<file path="config.mk">
export PLATFORM = sky130hd
export DESIGN_NAME = cycle_accurate_cpu_subset_unit_flat
export DESIGN_NICKNAME = d
export VERILOG_FILES = /design/src/rtl/core/ccsu_pkg.sv /design/src/rtl/core/ccsu_stream_if.sv /design/src/rtl/core/cycle_accurate_cpu_subset_unit.sv /design/src/rtl/core/ccsu_exec.sv /design/src/flat_wrapper.sv
export SDC_FILE = /design/constraint.sdc
export NUM_CORES = 1
export LEC_CHECK = 0
export BUFFER_PORTS_ARGS = -buffer_cell sky130_fd_sc_hd__buf_2
export CAP_MARGIN = 25
export CORE_ASPECT_RATIO = 1.4
export CORE_MARGIN = 1
export CORE_UTILIZATION = 28
export CTS_CLUSTER_SIZE = 25
export DETAILED_ROUTE_END_ITERATION = 10
export GPL_ROUTABILITY_DRIVEN = 1
export PLACE_DENSITY_LB_ADDON = 0.2
export SYNTH_ARGS = -nofsm -noshare
export SYNTH_HDL_FRONTEND = slang
export SYNTH_SLANG_ARGS = --single-unit
</file>
<file path="constraint.sdc">
create_clock -name clk -period 2.35 [get_ports clk]
set_clock_uncertainty 0.2 [all_clocks]
set_input_delay 0.235 -clock clk [delete_from_list [all_inputs] [get_ports clk]]
set_output_delay 0.235 -clock clk [all_outputs]
set_load 0.01 [all_outputs]
</file>
<file path="src/rtl/core/ccsu_pkg.sv">
// ----------------------------------------------------------------------------
// ccsu_pkg
// Types and constants shared by the eight-opcode CPU subset core.
// ----------------------------------------------------------------------------
`default_nettype none

package ccsu_pkg;

  // One-hot timing steps.
  localparam logic [6:0] STEP_T1 = 7'h01;
  localparam logic [6:0] STEP_T2 = 7'h02;
  localparam logic [6:0] STEP_T3 = 7'h04;
  localparam logic [6:0] STEP_T4 = 7'h08;
  localparam logic [6:0] STEP_T5 = 7'h10;

  // Implemented opcodes.
  localparam logic [7:0] OP_PLP     = 8'h28;
  localparam logic [7:0] OP_PHA     = 8'h48;
  localparam logic [7:0] OP_STA_ABS = 8'h8D;
  localparam logic [7:0] OP_TXS     = 8'h9A;
  localparam logic [7:0] OP_LDY_IMM = 8'hA0;
  localparam logic [7:0] OP_LDX_IMM = 8'hA2;
  localparam logic [7:0] OP_LDA_IMM = 8'hA9;
  localparam logic [7:0] OP_LDA_ABS = 8'hAD;

  // The stack lives in page one.
  localparam logic [7:0] STACK_HIGH = 8'h01;

  // Request codes.
  localparam logic REQ_BUS   = 1'b0;
  localparam logic REQ_RESET = 1'b1;

  typedef struct packed {
    logic        req_type;
    logic [7:0]  read_data;
    logic [15:0] reset_vector;
  } req_t;

  typedef struct packed {
    logic [15:0] bus_address;
    logic [7:0]  bus_write_data;
    logic        bus_read;
    logic [15:0] program_counter;
    logic [7:0]  accumulator;
    logic [7:0]  index_x;
    logic [7:0]  index_y;
    logic [7:0]  stack_pointer;
    logic [7:0]  status_flags;
    logic [7:0]  opcode_held;
    logic        halted;
  } rsp_t;

  // Architectural and sequencing state of the core.
  typedef struct packed {
    logic [6:0]  step;
    logic [7:0]  opcode;
    logic [15:0] pc;
    logic [7:0]  acc;
    logic [7:0]  x;
    logic [7:0]  y;
    logic [7:0]  sp;
    logic [7:0]  flags;
    logic [7:0]  op_lo;
    logic [7:0]  op_hi;
    logic [15:0] addr;
    logic [7:0]  data;
    logic        rd;
    logic        halt;
  } cpu_state_t;

  localparam cpu_state_t STATE_RESET = '{
    step: STEP_T1, opcode: 8'h00, pc: 16'h0000, acc: 8'h00, x: 8'h00,
    y: 8'h00, sp: 8'h00, flags: 8'h00, op_lo: 8'h00, op_hi: 8'h00,
    addr: 16'h0000, data: 8'h00, rd: 1'b1, halt: 1'b0
  };

  function automatic logic is_known(input logic [7:0] op);
    logic known;
    case (op) inside
      OP_PLP, OP_PHA, OP_STA_ABS, OP_TXS,
      OP_LDY_IMM, OP_LDX_IMM, OP_LDA_IMM, OP_LDA_ABS: known = 1'b1;
      default: known = 1'b0;
    endcase
    return known;
  endfunction

endpackage

`default_nettype wire

</file>
<file path="src/rtl/core/ccsu_stream_if.sv">
// ----------------------------------------------------------------------------
// ccsu_stream_if
// Valid/ready channel carrying one payload beat per handshake.
// ----------------------------------------------------------------------------
`default_nettype none

interface ccsu_stream_if #(
  parameter type payload_t = logic
);
  logic     valid;
  logic     ready;
  payload_t payload;

  modport source (output valid, output payload, input ready);
  modport sink   (input valid, input payload, output ready);
endinterface

`default_nettype wire

</file>
<file path="src/rtl/core/cycle_accurate_cpu_subset_unit.sv">
// ----------------------------------------------------------------------------
// cycle_accurate_cpu_subset_unit
// Bus-cycle-stepped 8-bit CPU core for an eight-opcode subset.
// ----------------------------------------------------------------------------
// The result beat for a request is registered and appears in the cycle after acceptance.
// Throughput: one request per clock while the result consumer keeps up;
// the state update is a single pass through the next-state logic into the state register.
// Reset (rst, synchronous): state returns to its reset values, the output
// register empties, and the core starts with a fetch from address zero.
`default_nettype none

module cycle_accurate_cpu_subset_unit (
  input  wire logic     clk,
  input  wire logic     rst,
  ccsu_stream_if.sink   req,
  ccsu_stream_if.source rsp
);

  // The architectural state and the sequencing step are held here; each
  // accepted request is one bus cycle of the processor.
  ccsu_pkg::cpu_state_t state;
  ccsu_pkg::cpu_state_t state_next;
  ccsu_pkg::rsp_t       rsp_data;
  logic                 rsp_valid;
  logic                 accept;

  // A request is taken whenever the output register is empty or is being
  // drained in the same cycle, so the core never stalls while its result
  // consumer keeps up.
  assign req.ready = !rsp_valid || rsp.ready;
  assign accept    = req.valid && req.ready;

  ccsu_exec u_exec (
    .cur (state),
    .req (req.payload),
    .nxt (state_next)
  );

  always_ff @(posedge clk) begin
    if (rst) begin
      state <= ccsu_pkg::STATE_RESET;
    end else if (accept) begin
      state <= state_next;
    end
  end

  // Output register: a snapshot of the state after the cycle just run.
  always_ff @(posedge clk) begin
    if (rst) begin
      rsp_valid <= 1'b0;
    end else if (accept) begin
      rsp_valid <= 1'b1;
    end else if (rsp.ready) begin
      rsp_valid <= 1'b0;
    end
  end

  always_ff @(posedge clk) begin
    if (accept) begin
      rsp_data.bus_address     <= state_next.addr;
      rsp_data.bus_write_data  <= state_next.data;
      rsp_data.bus_read        <= state_next.rd;
      rsp_data.program_counter <= state_next.pc;
      rsp_data.accumulator     <= state_next.acc;
      rsp_data.index_x         <= state_next.x;
      rsp_data.index_y         <= state_next.y;
      rsp_data.stack_pointer   <= state_next.sp;
      rsp_data.status_flags    <= state_next.flags;
      rsp_data.opcode_held     <= state_next.opcode;
      rsp_data.halted          <= state_next.halt;
    end
  end

  assign rsp.valid   = rsp_valid;
  assign rsp.payload = rsp_data;

endmodule

`default_nettype wire

</file>
<file path="src/rtl/core/ccsu_exec.sv">
// ----------------------------------------------------------------------------
// ccsu_exec
// Next-state logic: advances the core by one bus cycle.
// ----------------------------------------------------------------------------
`default_nettype none

module ccsu_exec (
  input  wire ccsu_pkg::cpu_state_t cur,
  input  wire ccsu_pkg::req_t       req,
  output ccsu_pkg::cpu_state_t      nxt
);

  logic [7:0]  d;
  logic [15:0] pc_inc;
  logic [6:0]  step_inc;

  assign d        = cur.rd ? req.read_data : cur.data;
  assign pc_inc   = cur.pc + 16'd1;
  assign step_inc = {cur.step[5:0], 1'b0};

  always_comb begin
    nxt = cur;
    if (req.req_type == ccsu_pkg::REQ_RESET) begin
      nxt      = ccsu_pkg::STATE_RESET;
      nxt.pc   = req.reset_vector;
      nxt.addr = req.reset_vector;
    end else if (!cur.halt) begin
      if (cur.step != ccsu_pkg::STEP_T1 && !ccsu_pkg::is_known(cur.opcode)) begin
        nxt.halt = 1'b1;
      end else begin
        nxt.data = d;
        if (cur.step == ccsu_pkg::STEP_T1) begin
          // Opcode fetch completes; read the byte after it.
          nxt.opcode = d;
          nxt.pc     = pc_inc;
          nxt.addr   = pc_inc;
          nxt.rd     = 1'b1;
          nxt.step   = step_inc;
        end else begin
          // Default ending is a fresh fetch from the current PC.
          nxt.addr = cur.pc;
          nxt.rd   = 1'b1;
          nxt.step = ccsu_pkg::STEP_T1;
          unique case (cur.opcode) inside
            ccsu_pkg::OP_PLP: begin
              if (cur.step == ccsu_pkg::STEP_T2) begin
                nxt.addr = cur.addr;
                nxt.rd   = cur.rd;
                nxt.step = step_inc;
              end else if (cur.step == ccsu_pkg::STEP_T3) begin
                nxt.op_lo = cur.sp;
                nxt.op_hi = ccsu_pkg::STACK_HIGH;
                nxt.addr  = {ccsu_pkg::STACK_HIGH, cur.sp};
                nxt.sp    = cur.sp + 8'd1;
                nxt.step  = step_inc;
              end else if (cur.step == ccsu_pkg::STEP_T4) begin
                nxt.op_lo = cur.sp;
                nxt.addr  = {cur.op_hi, cur.sp};
                nxt.step  = step_inc;
              end else if (cur.step == ccsu_pkg::STEP_T5) begin
                nxt.flags = d;
              end
            end
            ccsu_pkg::OP_PHA: begin
              if (cur.step == ccsu_pkg::STEP_T2) begin
                nxt.addr = cur.addr;
                nxt.rd   = cur.rd;
                nxt.step = step_inc;
              end else if (cur.step == ccsu_pkg::STEP_T3) begin
                // Push: write A at the current slot, then move S down.
                nxt.addr = {ccsu_pkg::STACK_HIGH, cur.sp};
                nxt.data = cur.acc;
                nxt.rd   = 1'b0;
                nxt.sp   = cur.sp - 8'd1;
                nxt.step = step_inc;
              end
            end
            ccsu_pkg::OP_LDA_ABS, ccsu_pkg::OP_STA_ABS: begin
              if (cur.step == ccsu_pkg::STEP_T2) begin
                nxt.op_lo = d;
                nxt.pc    = pc_inc;
                nxt.addr  = pc_inc;
                nxt.step  = step_inc;
              end else if (cur.step == ccsu_pkg::STEP_T3) begin
                nxt.op_hi = d;
                nxt.pc    = pc_inc;
                nxt.addr  = {d, cur.op_lo};
                nxt.step  = step_inc;
                if (cur.opcode == ccsu_pkg::OP_STA_ABS) begin
                  nxt.data = cur.acc;
                  nxt.rd   = 1'b0;
                end
              end else if (cur.step == ccsu_pkg::STEP_T4 &&
                           cur.opcode == ccsu_pkg::OP_LDA_ABS) begin
                nxt.acc = d;
              end
            end
            ccsu_pkg::OP_TXS: begin
              nxt.sp = cur.x;
            end
            ccsu_pkg::OP_LDY_IMM: begin
              nxt.y    = d;
              nxt.pc   = pc_inc;
              nxt.addr = pc_inc;
            end
            ccsu_pkg::OP_LDX_IMM: begin
              nxt.x    = d;
              nxt.pc   = pc_inc;
              nxt.addr = pc_inc;
            end
            default: begin
              // Immediate LDA, the only opcode left once the unknown ones halt.
              nxt.acc  = d;
              nxt.pc   = pc_inc;
              nxt.addr = pc_inc;
            end
          endcase
        end
      end
    end
  end

endmodule

`default_nettype wire

</file>
<file path="src/flat_wrapper.sv">
// flat-port wrapper written by rule: the top's interface ports become plain ports
module cycle_accurate_cpu_subset_unit_flat 
  (clk, rst, req_valid, req_payload, req_ready, rsp_valid, rsp_payload, rsp_ready);
  ccsu_stream_if req_i ();
  ccsu_stream_if rsp_i ();
  input  wire logic clk;
  input  wire logic rst;
  input wire logic [$bits(req_i.valid)-1:0] req_valid;
  input wire logic [$bits(req_i.payload)-1:0] req_payload;
  output wire logic [$bits(req_i.ready)-1:0] req_ready;
  output wire logic [$bits(rsp_i.valid)-1:0] rsp_valid;
  output wire logic [$bits(rsp_i.payload)-1:0] rsp_payload;
  input wire logic [$bits(rsp_i.ready)-1:0] rsp_ready;
  assign req_i.valid = req_valid;
  assign req_i.payload = req_payload;
  assign req_ready = req_i.ready;
  assign rsp_valid = rsp_i.valid;
  assign rsp_payload = rsp_i.payload;
  assign rsp_i.ready = rsp_ready;
  cycle_accurate_cpu_subset_unit u_core (.clk(clk), .rst(rst), .req(req_i), .rsp(rsp_i));
endmodule
</file>
* After elaboration in Yosys (flattened, before gate mapping)
Index checks and enable logic that the tools add are counted.
** Storage, ports and cells
- Output and inout bits :: 3
- Bits of input ports :: 5
- Bits in registers :: 83
- Logic and storage cells :: 120
** Cells by class
- Bitwise operators :: 7
- Eq/ne operators :: 27
- Reduce and logical (&&, ||, !) cells :: 23
- Multiplexer cells :: 47
- $add $sub $neg :: 3
** Operator list (count)
- 2-to-1 mux 8 bit :: 17
- case mux 16 bit (2 select lines) :: 2
- equality test 8 bit (second input constant) :: 6
- 2-to-1 mux 16 bit :: 3
- 2-to-1 mux 7 bit :: 6
- 2-to-1 mux 33 bit :: 1
- 2-to-1 mux 32 bit :: 1
- case mux 8 bit (2 select lines) :: 2
- 2-to-1 mux 25 bit :: 1
- case mux 8 bit (3 select lines) :: 1
- 2-to-1 mux 9 bit :: 2
- AND reduction 9 bit :: 2
- adder 16 x 1 -> 16 bit (second input constant) :: 1
- AND reduction 8 bit :: 2
- AND reduction 5 bit :: 3
- != test 2 bit (second input constant) :: 7
- case mux 7 bit (2 select lines) :: 1
- 2-to-1 mux 1 bit :: 9
- adder 8 x 1 -> 8 bit (second input constant) :: 1
- equality test 8 x 6 -> 1 bit (second input constant) :: 1
- equality test 8 x 7 -> 1 bit (second input constant) :: 1
- OR reduction 8 bit :: 1
- subtractor 8 x 1 -> 8 bit (second input constant) :: 1
- equality test 7 x 1 -> 1 bit (second input constant) :: 1
- 21 further kinds :: 34

* Depth between registers and ports, before layout
Gate-level depths: netlist of the first run.
- Depth in word-level cells :: 8
- Mapped depth :: 8
- Mapped depth without buffers :: 6

* By module
Synthesis of the first run repeated with hierarchy kept, for this count alone.
** Second synthesis, totals
- Cells, all modules :: 1309
- Area total of the unflattened synthesis :: 9560.4 µm²
** By module, submodules not included
- cycle_accurate_cpu_subset_unit :: cells an instance 523, area each 4942.2 µm², times used 1, sequential area each 2312.2 µm²
- ccsu_exec :: cells an instance 786, area each 4618.2 µm², times used 1, sequential area each 0.0 µm²

* Least setup slack after synthesis of the first run
OpenSTA, ideal clock, no wires.
- Path kind :: reg2reg
- From :: register u_core.state[102] (netlist bit)
- To :: register u_core.state[74] (netlist bit)
- Data required time :: 2022 ps
- Cell stages (with the launch flop) :: 7
- Arrival time :: 2155 ps
- Buffers on the path :: 0
- Library setup time :: 128 ps
- Slack :: -133 ps
- Clock period less this slack :: 2483 ps
- Cells stage by stage :: dfxtp_1 -> or3b_1 -> or4_1 -> and2_4 -> nor4_4 -> mux2i_1 -> nor2_1
** Between the ends
- Cells in the longest elaborated chain, start to end :: 8
- Elaborated cells on any way between the ends :: 23
- Those cells by class :: 11 x eq/ne; 3 x mux; 2 x bitwise; 7 x reduce/logical
** Ends and longest elaborated chain
- from (decl) :: RTL line cycle_accurate_cpu_subset_unit.sv:21 : ccsu_pkg::cpu_state_t state;
- from (signal assigned) :: RTL line cycle_accurate_cpu_subset_unit.sv:41 : state <= ccsu_pkg::STATE_RESET;
- from (signal assigned) :: RTL line cycle_accurate_cpu_subset_unit.sv:43 : state <= state_next;
- equality test 8 bit, or another cell as far along :: RTL line ccsu_exec.sv:28 : if (cur.step != ccsu_pkg::STEP_T1 && !ccsu_pkg::is_known(cur.opcode)) begin
- OR reduction 8 bit :: RTL line ccsu_pkg.sv:79 : case (op) inside
- 2-to-1 mux 1 bit :: RTL line ccsu_pkg.sv:79
- 2-to-1 mux 1 bit :: RTL line ccsu_exec.sv:27 : end else if (!cur.halt) begin
- zero test 1 bit :: RTL line ccsu_exec.sv:28
- logical AND 1 bit :: RTL line ccsu_exec.sv:28
- inverter 1 bit (no source line)
- AND reduction 8 bit (no source line)
Several ways; a longest one is shown, not always the timed one. The select of a mux whose other input is x is not followed.
A chain may end at the register's enable or synchronous reset.

* Final worst setup path of the first run
- From :: register u_core.state[99] (netlist bit)
- To :: register u_core.state[108] (netlist bit)
** Between the ends
- Cells in the longest elaborated chain, start to end :: 8
- Elaborated cells on any way between the ends :: 18
- Those cells by class :: 8 x eq/ne; 4 x mux; 1 x bitwise; 5 x reduce/logical
** Ends and longest elaborated chain (RTL line)
- equality test 8 bit, or another cell as far along :: ccsu_exec.sv:28
- OR reduction 8 bit :: ccsu_pkg.sv:79
- 2-to-1 mux 1 bit :: ccsu_pkg.sv:79
- 2-to-1 mux 1 bit :: ccsu_exec.sv:27
- zero test 1 bit :: ccsu_exec.sv:28
- logical AND 1 bit :: ccsu_exec.sv:28
- inverter 1 bit (no source line)
- AND reduction 3 bit (no source line)
Several ways; a longest one is shown, not always the timed one. The select of a mux whose other input is x is not followed.

==> Implementation_results.wiki, run 1 <==
{| class="wikitable"
! Metric !! Value
|-
| Clock tree from TritonCTS || built
|-
| Post-synth top area share || 41.8%
|-
| Die area || 6120 um2
|-
| Number of maximum-capacitance constraint violations || 0
|-
| Main synth FF type || sky130_fd_sc_hd__dfxtp_1
|-
| Number of input and output port buffers inserted || 6
|-
| Number of non-filler instances in the completed layout || approximately 290
|-
| Required arrival time at the worst endpoint || 2.36 ns
|-
| Lkg Pwr || 0.703 nW
|-
| Kind of end point of the critical path || flop
|-
| Clock buffer count from CTS || 5
|-
| Number of gates on the worst path with buffers counted || 6
|-
| Via count of the routed design || around 1500
|-
| First-pass GRT wire length || ~6500 um
|-
| Cell total after placement || 280
|-
| Top Ports || 8
|-
| Final cycle utilization of the critical path || a little under 100%
|-
| Share of cells above drive strength 1 || 23.5%
|-
| Largest net degree at the start of global routing || 36
|-
| Total of flip-flops plus latches after synthesis || 35
|-
| Via density || 5.05
|-
| Synthesized Nets || 198
|-
| Root buffer selected by CTS || sky130_fd_sc_hd__clkbuf_8
|-
| Number of cells produced by synthesis || 193
|-
| Number of antenna violations at the first check in global routing || 0
|-
| Worst slew margin || a little under three fifths
|-
| Synth Warn # || 0
|-
| Overall die height || ~92 um
|-
| Summed instance area of the synthesized netlist || 1630 um2
|-
| Total setup violations reported at the end of the flow || 0
|-
| Vias in the first global route || around 1400
|-
| Number of buffers added to fix hold violations after cts || 0
|-
| Count leader, synth || sky130_fd_sc_hd__dfxtp_1
|-
| Routed wire length || 3950 um
|-
| RSZ-0062 raised after global routing || yes
|-
| Arr. time, crit path || 2.33 ns
|-
| Proportion of power drawn by flip-flops and latches || between 40 and 50%
|-
| Number of stages on the worst hold path || 3
|-
| Synth-to-layout area growth || 26.2%
|-
| Slew at the pin closest to its max-slew limit || about 0.64 ns
|-
| Maximum vdd ir drop || 0.000301 V
|-
| Mux share of post-synthesis cell area || 5.54%
|-
| Basic-gate share of the synthesized area counting and, or, nand and nor cells || 29.2%
|-
| Remaining routing DRC violations || 0
|-
| Net switching power figure || about 0.00034 W
|-
| Site row count || 32
|-
| Average instance area after synthesis || 8.43 um2
|-
| Critical Path Start Type || flop
|-
| Number of iterations in the first detailed-routing pass || 5
|-
| Synth area leaders || sky130_fd_sc_hd__dfxtp_1 (42%), sky130_fd_sc_hd__a21oi_1 (6.8%), sky130_fd_sc_hd__nor2_1 (5.8%)
|-
| Number of pins with negative max-slew slack in the final report || 0
|-
| Hold/Removal Path Class || input port to flop
|-
| Fin. Hold Viols || 0
|-
| Clock power frac || roughly 37%
|-
| Clock network latency to the later pin of the worst-skew pair || 0.28 ns
|-
| Sequential cell area fraction in the yosys report || 43.7%
|-
| RD Place Congestion || 0.762
|-
| Total core area || 5570 um2
|-
| Post-layout worst setup margin || between 0.03 and 0.04 ns
|-
| Worst setup slack before clock tree synthesis || -0.0771 ns
|-
| Commonest cells in the synthesized netlist || sky130_fd_sc_hd__dfxtp_1 (34), sky130_fd_sc_hd__nor2_1 (25), sky130_fd_sc_hd__a21oi_1 (22)
|-
| Global router's overall resource usage || between 10% and 20%
|-
| Delay-heaviest family, CP || simple AND/OR/NAND/NOR gates
|-
| Proportion of register bits with asynchronous set or reset after synthesis || 0%
|-
| R2R depth || 6
|-
| Final hold slack || approximately 0.0094 ns
|-
| Crit-path most repeated cell || sky130_fd_sc_hd__or4_4
|-
| Adder and majority gate portion of the synthesized area || 0%
|-
| Critical path buffers and inverters || 0
|-
| Initial core utilization || 29.2%
|-
| Setup CP Type || flop to flop
|-
| CTS clock-pin slew for the worst setup and hold paths || 0.07 ns
|-
| DR iter-0 viols || 57
|-
| Critical-path cell with the highest stage delay || sky130_fd_sc_hd__or4_4
|-
| Yosys top cell by area || sky130_fd_sc_hd__dfxtp_1
|-
| Upper clock frequency limit || 432 MHz
|-
| Number of different library cells in the post-synthesis netlist || 36
|-
| Die Span X || 66.4 um
|-
| Period minus WS final || approximately 2.3 ns
|-
| Maximum clock path buffer count || 2
|-
| Internal power || between 0.0009 and 0.001 W
|-
| P per Cell Area || between 600 and 700 nW/um2
|-
| Main combinational cell family by area after synthesis || simple AND/OR/NAND/NOR gates
|-
| Maximum level of the CTS H-tree || 2
|-
| Detail Placement HPWL || 2840 um
|-
| Number of routed nets with antenna violations || 0
|-
| Slowest stage delay, CP || 0.51 ns
|-
| Number of synthesized flops with an enable pin || 1
|-
| Combinational cell fraction of total power || 14.7%
|-
| Total grt overflow || 0
|-
| Run status || complete, no violations
|-
| Count of antenna diodes in the layout || 0
|-
| Fraction of synthesized cell area in xor and xnor cells || 0.538%
|-
| Critical path, cell by cell || or3b_4 > or4_4 > a21oi_4 > nor2_2 > or4_4 > a21oi_2
|-
| Clock sink count || 35
|-
| Drt wl/cell || 13.7 um
|-
| Layout net count || 225
|-
| Switching portion of total power || 26.1%
|-
| Peak fanout along the critical path || 4
|-
| Synthesized-area fraction occupied by ao, oa, aoi and oai cells || 18.2%
|}
## layer usage
layer  routed length [um]  vias to the layer above  global-route usage (%)
li1                     -                      743                       -
met1                 1700                      682                    16.4
met4                  102                        0                    7.98
met5                    0                        -                       0
met2                 2040                       26                    24.1
met3                  101                        9                    4.23
## cells in the final DEF, fill, tap and decap left out, drive strengths merged, types with 3 or more instances in the layout
| cell | Yosys | final |
|---|---|---|
| nand2 | 16 | 16 |
| a22oi | 8 | 8 |
| nor2b | 10 | 10 |
| nor4b | 3 | 3 |
| or4 | 4 | 4 |
| mux2i | 9 | 9 |
| clkbuf | 8 | 8 |
| inv | 3 | 3 |
| buf | 1 | 29 |
| nor4 | 5 | 5 |
| a21oi | 22 | 22 |
| dfxtp | 34 | 34 |
| nand2b | 5 | 5 |
| o21ai | 15 | 15 |
| nor2 | 25 | 25 |
## worst paths after layout
| check | endpoint | from | slack [ns] |
|---|---|---|---|
| max reg2reg | u_core.state[108]$_SDFFE_PP0P_ | u_core.state[99]$_SDFFE_PP0P_ | 0.04 |
| min reg2reg | u_core.state[2]$_SDFFE_PP0P_ | u_core.state[2]$_SDFFE_PP0P_ | 0.29 |
| max | u_core.state[108]$_SDFFE_PP0P_ | u_core.state[99]$_SDFFE_PP0P_ | 0.04 |
| min | u_core.rsp.valid$_SDFFE_PP0P_ | req_valid | 0.009 |
## layout make-up
type                            count  area, um2
Clock buffer                        8        100
Fill cell                         598       3510
Inverter                            3       11.3
Multi-Input combinational cell    146        928
Sequential cell                    35        713
Tap cell                           68       85.1
Timing Repair Buffer               29        215
## sequential cells by signal, indices dropped and copies added (netlist names)
name / cells
u_core.rsp.payload: 1
u_core.rsp.valid: 1
u_core.state: 33
## power by group through the flow
stage	Combinational [W]	Clock, W	Sequential [W]
finish	0.000189	0.000481	0.000620
global route	0.000207	0.000526	0.000621
CTS	0.000182	0.000499	0.000619
detailed placement	0.000176	0	0.000633
floorplan	0.000105	0	0.000632
global placement	0.000177	0	0.000633
## per-stage QoR
step           setup TNS (ns)  instance area (um2)  util, %  power [W]
2_1_floorplan          -0.907                 1640        -   0.000737
3_3_place_gp           -0.786                 1890     34.0   0.000809
3_5_place_dp           -0.713                 1890     34.0   0.000809
4_1_cts                     0                 2020     36.3    0.00130
5_1_grt                -0.264                 2050     36.9    0.00135
6_report                    0                 2050     36.9    0.00129
## cells by family after synthesis
logic type                after synthesis
and+or+nand+nor                        85
AOI/OAI and AO/OA                      51
DFF                                    35
buffers and inverters                  12
muxes                                   9
xor gates and xnor gates                1
## repair_timing
item	CTS	global route
gates resized for setup	5	6
pin swaps	5	1
setup endpoints to repair	17	18
setup buffers	1	0
## tightest hold or removal path: stages
cell                      delay [ns]
sky130_fd_sc_hd__buf_2          0.12
sky130_fd_sc_hd__inv_1          0.05
sky130_fd_sc_hd__a21oi_1        0.05
(Power assumes the default switching activity.)
==> inputs of run 2 (changes only) <==
--- a/config.mk
+++ b/config.mk
@@ -8,7 +8,7 @@
 export BUFFER_PORTS_ARGS = -buffer_cell sky130_fd_sc_hd__buf_2
 export CAP_MARGIN = 25
 export CORE_ASPECT_RATIO = 1.4
-export CORE_MARGIN = 1
+export CORE_MARGIN = 3
 export CORE_UTILIZATION = 28
 export CTS_CLUSTER_SIZE = 25
 export DETAILED_ROUTE_END_ITERATION = 10
==> Implementation_results.wiki, run 2 (synthesis gave the netlist of run 1 again) <==
{| class="wikitable"
! Metric !! Value
|-
| Filler Cells Inserted || 586
|-
| Worst setup slack before clock tree synthesis || -0.127 ns
|-
| Sum of routed wire segments on met1 || 1650 um
|-
| Share of cells above drive strength 1 || 25.3%
|-
| Period minus WS final || 2.34 ns
|-
| Hold/Removal Path Class || input port to flop
|-
| Kind of end point of the critical path || flop
|-
| DR iter-0 viols || between 40 and 50
|-
| Flip-flop count of the largest register, all copies and words added || 33
|-
| First-pass GRT wire length || 6670 um
|-
| Critical-path cell with the highest stage delay || sky130_fd_sc_hd__or4_1
|-
| Detail Placement HPWL || 2880 um
|-
| Total area of sequential cells || 714 um2
|-
| Clock tree from TritonCTS || built
|-
| Maximum vdd ir drop || 0.000269 V
|-
| Run status || complete, no violations
|-
| Via count of the routed design || 1453
|-
| Clock sink count || 35
|-
| Total setup violations reported at the end of the flow || 0
|-
| Initial core utilization || 29.2%
|-
| Number of input and output port buffers inserted || 6
|-
| Die area || 6770 um2
|-
| Number of stages on the worst hold path || 3
|-
| Combinational cell fraction of total power || 15.1%
|-
| Slew at the pin closest to its max-slew limit || 0.654 ns
|-
| Critical Path Start Type || flop
|-
| Footprint of the multi-input gates || about 910 um2
|-
| Net switching power figure || around 0.00034 W
|-
| Number of pins with negative max-slew slack in the final report || 0
|-
| Number of buffers added to fix hold violations after cts || 0
|-
| Critical path, cell by cell || or3b_4 > or4_4 > a21oi_2 > nor2_2 > or4_1 > a21oi_1
|-
| Number of iterations in the first detailed-routing pass || 4
|-
| CTS clock-pin slew for the worst setup and hold paths || 0.07 ns
|-
| P per Cell Area || roughly 600 nW/um2
|-
| Routed wire length || 3870 um
|-
| Fin. Hold Viols || 0
|-
| Met3 wire length || 81 um
|-
| Number of antenna violations at the first check in global routing || 0
|-
| Internal power || 0.000895 W
|-
| Clock power frac || 34.6%
|-
| Switching portion of total power || a little over a quarter
|-
| RD Place Congestion || around 0.85
|-
| Final hold slack || 0.0125 ns
|-
| Die Span X || just over 70 um
|-
| Remaining routing DRC violations || 0
|-
| Via density || 4.96
|-
| Worst slew margin || 56.4%
|-
| Drt wl/cell || 13.2 um
|-
| R2R depth || 6
|-
| Maximum clock path buffer count || 2
|-
| Vias in the first global route || roughly 1400
|-
| Proportion of power drawn by flip-flops and latches || about 50%
|-
| RSZ-0062 raised after global routing || yes
|-
| Uppermost metal layer occupied by signal nets || met4
|-
| Layout net count || 229
|-
| Routed wl met2 || just over 2000 um
|-
| Total core area || 5570 um2
|-
| Upper clock frequency limit || approximately 430 MHz
|-
| Arr. time, crit path || 2.35 ns
|-
| Overall die height || 96.2 um
|-
| Clock buffer count from CTS || 5
|-
| Largest net degree at the start of global routing || 36
|-
| Setup CP Type || flop to flop
|-
| Count of antenna diodes in the layout || 0
|-
| Root buffer selected by CTS || sky130_fd_sc_hd__clkbuf_8
|-
| Maximum level of the CTS H-tree || 2
|-
| Largest register by flop count || u_core.state
|-
| Lkg Pwr || 0.718 nW
|-
| Total power after layout || between 0.001 and 0.0015 W
|-
| Final cycle utilization of the critical path || 99.6%
|-
| Post-layout worst setup margin || 0.0101 ns
|-
| Total grt overflow || 0
|-
| Most common cell after layout, fill and taps aside || sky130_fd_sc_hd__dfxtp_1
|-
| Commonest cells after routing, fill and taps aside || sky130_fd_sc_hd__dfxtp_1 (31), sky130_fd_sc_hd__buf_4 (26), sky130_fd_sc_hd__nor2_1 (24), sky130_fd_sc_hd__a21oi_1 (20), sky130_fd_sc_hd__nand2_1 (16)
|-
| Number of routed nets with antenna violations || 0
|-
| Required arrival time at the worst endpoint || between 2 and 2.5 ns
|-
| Synth-to-layout area growth || 26.3%
|-
| Peak fanout along the critical path || 4
|-
| Top Ports || 8
|-
| Site row count || 32
|-
| Clock network latency to the later pin of the worst-skew pair || ~0.28 ns
|-
| Number of maximum-capacitance constraint violations || 0
|-
| Slowest stage delay, CP || 0.51 ns
|-
| Global router's overall resource usage || 12.4%
|}
==> run 2: cell count changes in the layout (fill, tap and decap cells not counted), sizes merged <==
| cell | before | now |
|---|---|---|
| buf | 29 | 33 |
| clkbuf | 8 | 6 |
| clkinv | 0 | 1 |
| inv | 3 | 4 |
==> run 2: through the flow <==
step / utilization, % / instances / TNS [ns] / cell area [um2]
2_1_floorplan: - / 193 / -0.907 / 1640
3_3_place_gp: 34.4 / 283 / -1.54 / 1920
3_5_place_dp: 34.4 / 283 / -1.40 / 1920
4_1_cts: 36.4 / 292 / -0.00300 / 2030
5_1_grt: 36.9 / 293 / -0.899 / 2050
6_report: 36.9 / 293 / 0 / 2050
==> run 2: metal layers <==
layer  up-vias  GRT usage [%]
met5         -              0
met4         0           5.59
met3        12           2.82
met2        15           23.2
met1       676           13.2
li1        750              -
==> run 2: area by class of cell <==
cell class,count,area share [%]
Multi-Input combinational cell,146,44.5
Sequential cell,35,34.8
Timing Repair Buffer,33,11.9
Tap cell,68,4.14
Clock buffer,6,3.53
Clock inverter,2,0.548
Inverter,3,0.548
==> run 2: power by group through the flow <==
| stage | clock network [W] | logic, W | registers (W) |
|---|---|---|---|
| CTS | 0.000447 | 0.000187 | 0.000619 |
| floorplan | 0 | 0.000105 | 0.000632 |
| detailed placement | 0 | 0.000176 | 0.000633 |
| global placement | 0 | 0.000176 | 0.000633 |
| global route | 0.000469 | 0.000203 | 0.000621 |
| finish | 0.000426 | 0.000186 | 0.000619 |
==> run 2: what timing repair did <==
action | 4_1_cts | 5_1_grt
setup buffers | 1 | 1
pin swaps | 2 | 5
endpoints found under the setup margin | 19 | 18
gates resized for setup | 5 | 5
==> run 2: final timing paths <==
| check | slack [ns] | from | endpoint |
|---|---|---|---|
| setup / recovery | 0.01 | u_core.state[101]$_SDFFE_PP0P_ | u_core.state[108]$_SDFFE_PP0P_ |
| hold / removal | 0.01 | req_valid | u_core.rsp.valid$_SDFFE_PP0P_ |
| setup reg to reg | 0.01 | u_core.state[101]$_SDFFE_PP0P_ | u_core.state[108]$_SDFFE_PP0P_ |
| hold reg to reg | 0.28 | u_core.state[2]$_SDFFE_PP0P_ | u_core.state[2]$_SDFFE_PP0P_ |
==> run 2: critical path, delay by kind of cell (launching register included) <==
family	cells	cell delay [ns]
DFF	1	0.34
and+or+nand+nor	4	1.40
AOI/OAI and AO/OA	2	0.32
==> inputs of run 3 (changes only) <==
--- a/config.mk
+++ b/config.mk
@@ -14,6 +14,7 @@
 export DETAILED_ROUTE_END_ITERATION = 10
 export GPL_ROUTABILITY_DRIVEN = 1
 export PLACE_DENSITY_LB_ADDON = 0.2
+export SETUP_SLACK_MARGIN = 0.05
 export SYNTH_ARGS = -nofsm -noshare
 export SYNTH_HDL_FRONTEND = slang
 export SYNTH_SLANG_ARGS = --single-unit
==> Implementation_results.wiki, run 3 (synthesis gave the netlist of run 1 again) <==
{| class="wikitable"
! Metric !! Value
|-
| Arr. time, crit path || 2.30 ns
|-
| Final hold slack || 0.0136 ns
|-
| Flip-flop count of the largest register, all copies and words added || 33
|-
| Via count of the routed design || 1444
|-
| Synth-to-layout area growth || 27.2%
|-
| Site row count || 32
|-
| DR iter-0 viols || 53
|-
| Maximum level of the CTS H-tree || 2
|-
| Critical path, cell by cell || or3b_4 > or4_4 > and2_4 > nor4_4 > buf_12 > mux2i_1 > nor2_1
|-
| Top Ports || 8
|-
| Most common cell after layout, fill and taps aside || sky130_fd_sc_hd__dfxtp_1
|-
| Maximum clock path buffer count || 2
|-
| Total setup violations reported at the end of the flow || 0
|-
| Detail Placement HPWL || roughly 2900 um
|-
| Vias in the first global route || 1441
|-
| Run status || complete, no violations
|-
| Maximum vdd ir drop || 0.000269 V
|-
| Net switching power figure || 0.000337 W
|-
| Lkg Pwr || about 0.73 nW
|-
| Combinational cell fraction of total power || 15.3%
|-
| Critical-path cell with the highest stage delay || sky130_fd_sc_hd__or4_4
|-
| Hold/Removal Path Class || input port to flop
|-
| Largest net degree at the start of global routing || 36
|-
| Setup slack on the worst flop-to-flop path || 0.008 ns
|-
| Clock power frac || approximately a third
|-
| Switching portion of total power || 27.3%
|-
| RSZ-0062 raised after global routing || yes
|-
| Root buffer selected by CTS || sky130_fd_sc_hd__clkbuf_8
|-
| Die area || 6770 um2
|-
| Clock tree from TritonCTS || built
|-
| RD Place Congestion || 0.850
|-
| Number of pins with negative max-slew slack in the final report || 0
|-
| Clock network latency to the later pin of the worst-skew pair || 0.28 ns
|-
| Slew at the pin closest to its max-slew limit || 0.642 ns
|-
| Number of input and output port buffers inserted || 6
|-
| Initial core utilization || slightly below 30%
|-
| Remaining routing DRC violations || 0
|-
| Number of antenna violations at the first check in global routing || 0
|-
| Share of cells above drive strength 1 || 25.7%
|-
| Instance area at placement || 1920 um2
|-
| Internal power || 0.000898 W
|-
| Drt wl/cell || about 13 um
|-
| Final design area excluding fillers || 2070 um2
|-
| Upper clock frequency limit || approximately 430 MHz
|-
| Overall die height || approximately 96 um
|-
| Worst slew margin || 57.2%
|-
| Required arrival time at the worst endpoint || 2.30 ns
|-
| Clock buffer count from CTS || 5
|-
| Post-layout util || 37.2%
|-
| Die Span X || just over 70 um
|-
| Number of maximum-capacitance constraint violations || 0
|-
| First-pass GRT wire length || 6670 um
|-
| Final cycle utilization of the critical path || 99.7%
|-
| P per Cell Area || 597 nW/um2
|-
| Routed wire length || ~3900 um
|-
| Proportion of power drawn by flip-flops and latches || 50.2%
|-
| Setup CP Type || flop to flop
|-
| CTS clock-pin slew for the worst setup and hold paths || 0.07 ns
|-
| Cell total after placement || 283
|-
| Total core area || between 5000 and 6000 um2
|-
| Fin. Hold Viols || 0
|-
| Clock sink count || 35
|-
| Delay-heaviest family, CP || simple AND/OR/NAND/NOR gates
|-
| Total grt overflow || 0
|-
| Critical Path Start Type || flop
|-
| Via density || 4.91
|-
| Largest register by flop count || u_core.state
|-
| Commonest cells after routing, fill and taps aside || sky130_fd_sc_hd__dfxtp_1 (32), sky130_fd_sc_hd__buf_4 (27), sky130_fd_sc_hd__nor2_1 (24), sky130_fd_sc_hd__a21oi_1 (20), sky130_fd_sc_hd__nand2_1 (16)
|-
| Period minus WS final || 2.34 ns
|-
| Global router's overall resource usage || 12.4%
|-
| Total Negative Setup Slacks || 0 ns
|-
| Kind of end point of the critical path || flop
|-
| Peak fanout along the critical path || 8
|-
| Number of iterations in the first detailed-routing pass || 4
|-
| Filler Cells Inserted || 583
|-
| Number of non-filler instances in the completed layout || 294
|-
| Count of antenna diodes in the layout || 0
|-
| Layout net count || 230
|-
| Number of routed nets with antenna violations || 0
|-
| Critical path buffers and inverters || 1
|-
| Slowest stage delay, CP || ~0.43 ns
|}
-- run 3: changes by cell type in the layout (fill, tap and decap cells not counted), sizes merged --
cell / change
buf: +1
-- run 3: power groups by stage --
stage | clock (W) | combinational (W) | sequential (W)
finish | 0.000426 | 0.000190 | 0.000620
global route | 0.000470 | 0.000207 | 0.000622
CTS | 0.000447 | 0.000190 | 0.000619
detailed placement | 0 | 0.000176 | 0.000633
global placement | 0 | 0.000176 | 0.000633
floorplan | 0 | 0.000105 | 0.000632
-- run 3: final cells by class --
type / count / area, um2 / area share [%]
Clock inverter: 2 / 11.3 / 0.544
Clock buffer: 6 / 72.6 / 3.51
Inverter: 3 / 11.3 / 0.544
Timing Repair Buffer: 34 / 253 / 12.2
Sequential cell: 35 / 713 / 34.5
Tap cell: 68 / 85.1 / 4.11
Multi-Input combinational cell: 146 / 922 / 44.6
-- run 3: path summary, 6_finish.rpt --
path,start,end,cells past startpoint
hold / removal,req_valid,u_core.rsp.valid$_SDFFE_PP0P_,3
hold reg to reg,u_core.state[2]$_SDFFE_PP0P_,u_core.state[2]$_SDFFE_PP0P_,2
setup reg to reg,u_core.state[99]$_SDFFE_PP0P_,u_core.state[76]$_SDFFE_PP0P_,7
setup / recovery,u_core.state[99]$_SDFFE_PP0P_,u_core.state[76]$_SDFFE_PP0P_,7
-- run 3: per-layer routing --
layer,global-route usage (%),part of all wire [%],vias up
met3,2.82,2.0,8
met4,5.59,2.3,0
met1,13.2,43,673
met5,0,0,-
met2,23.2,53,11
li1,-,-,752
-- run 3: tightest hold or removal path, delay by kind of cell --
kind / cells / cell delay [ns]
buf+inv: 2 / 0.17
compound gates: 1 / 0.05
-- run 3: stage by stage --
step                power, W  worst slack (ns)
floorplan           0.000737            -0.103
global placement    0.000809            -0.132
detailed placement  0.000809            -0.127
CTS                  0.00126           -0.0147
global route         0.00130           -0.0846
finish               0.00124           0.00753
-- run 3: timing repair --
action | 4_1_cts | 5_1_grt
buffers inserted | 1 | 2
setup endpoints to repair | 19 | 19
hold endpoints to repair | 0 | 0
pin swaps | 7 | 2
gates resized for setup | 6 | 6
hold buffers | 0 | 0
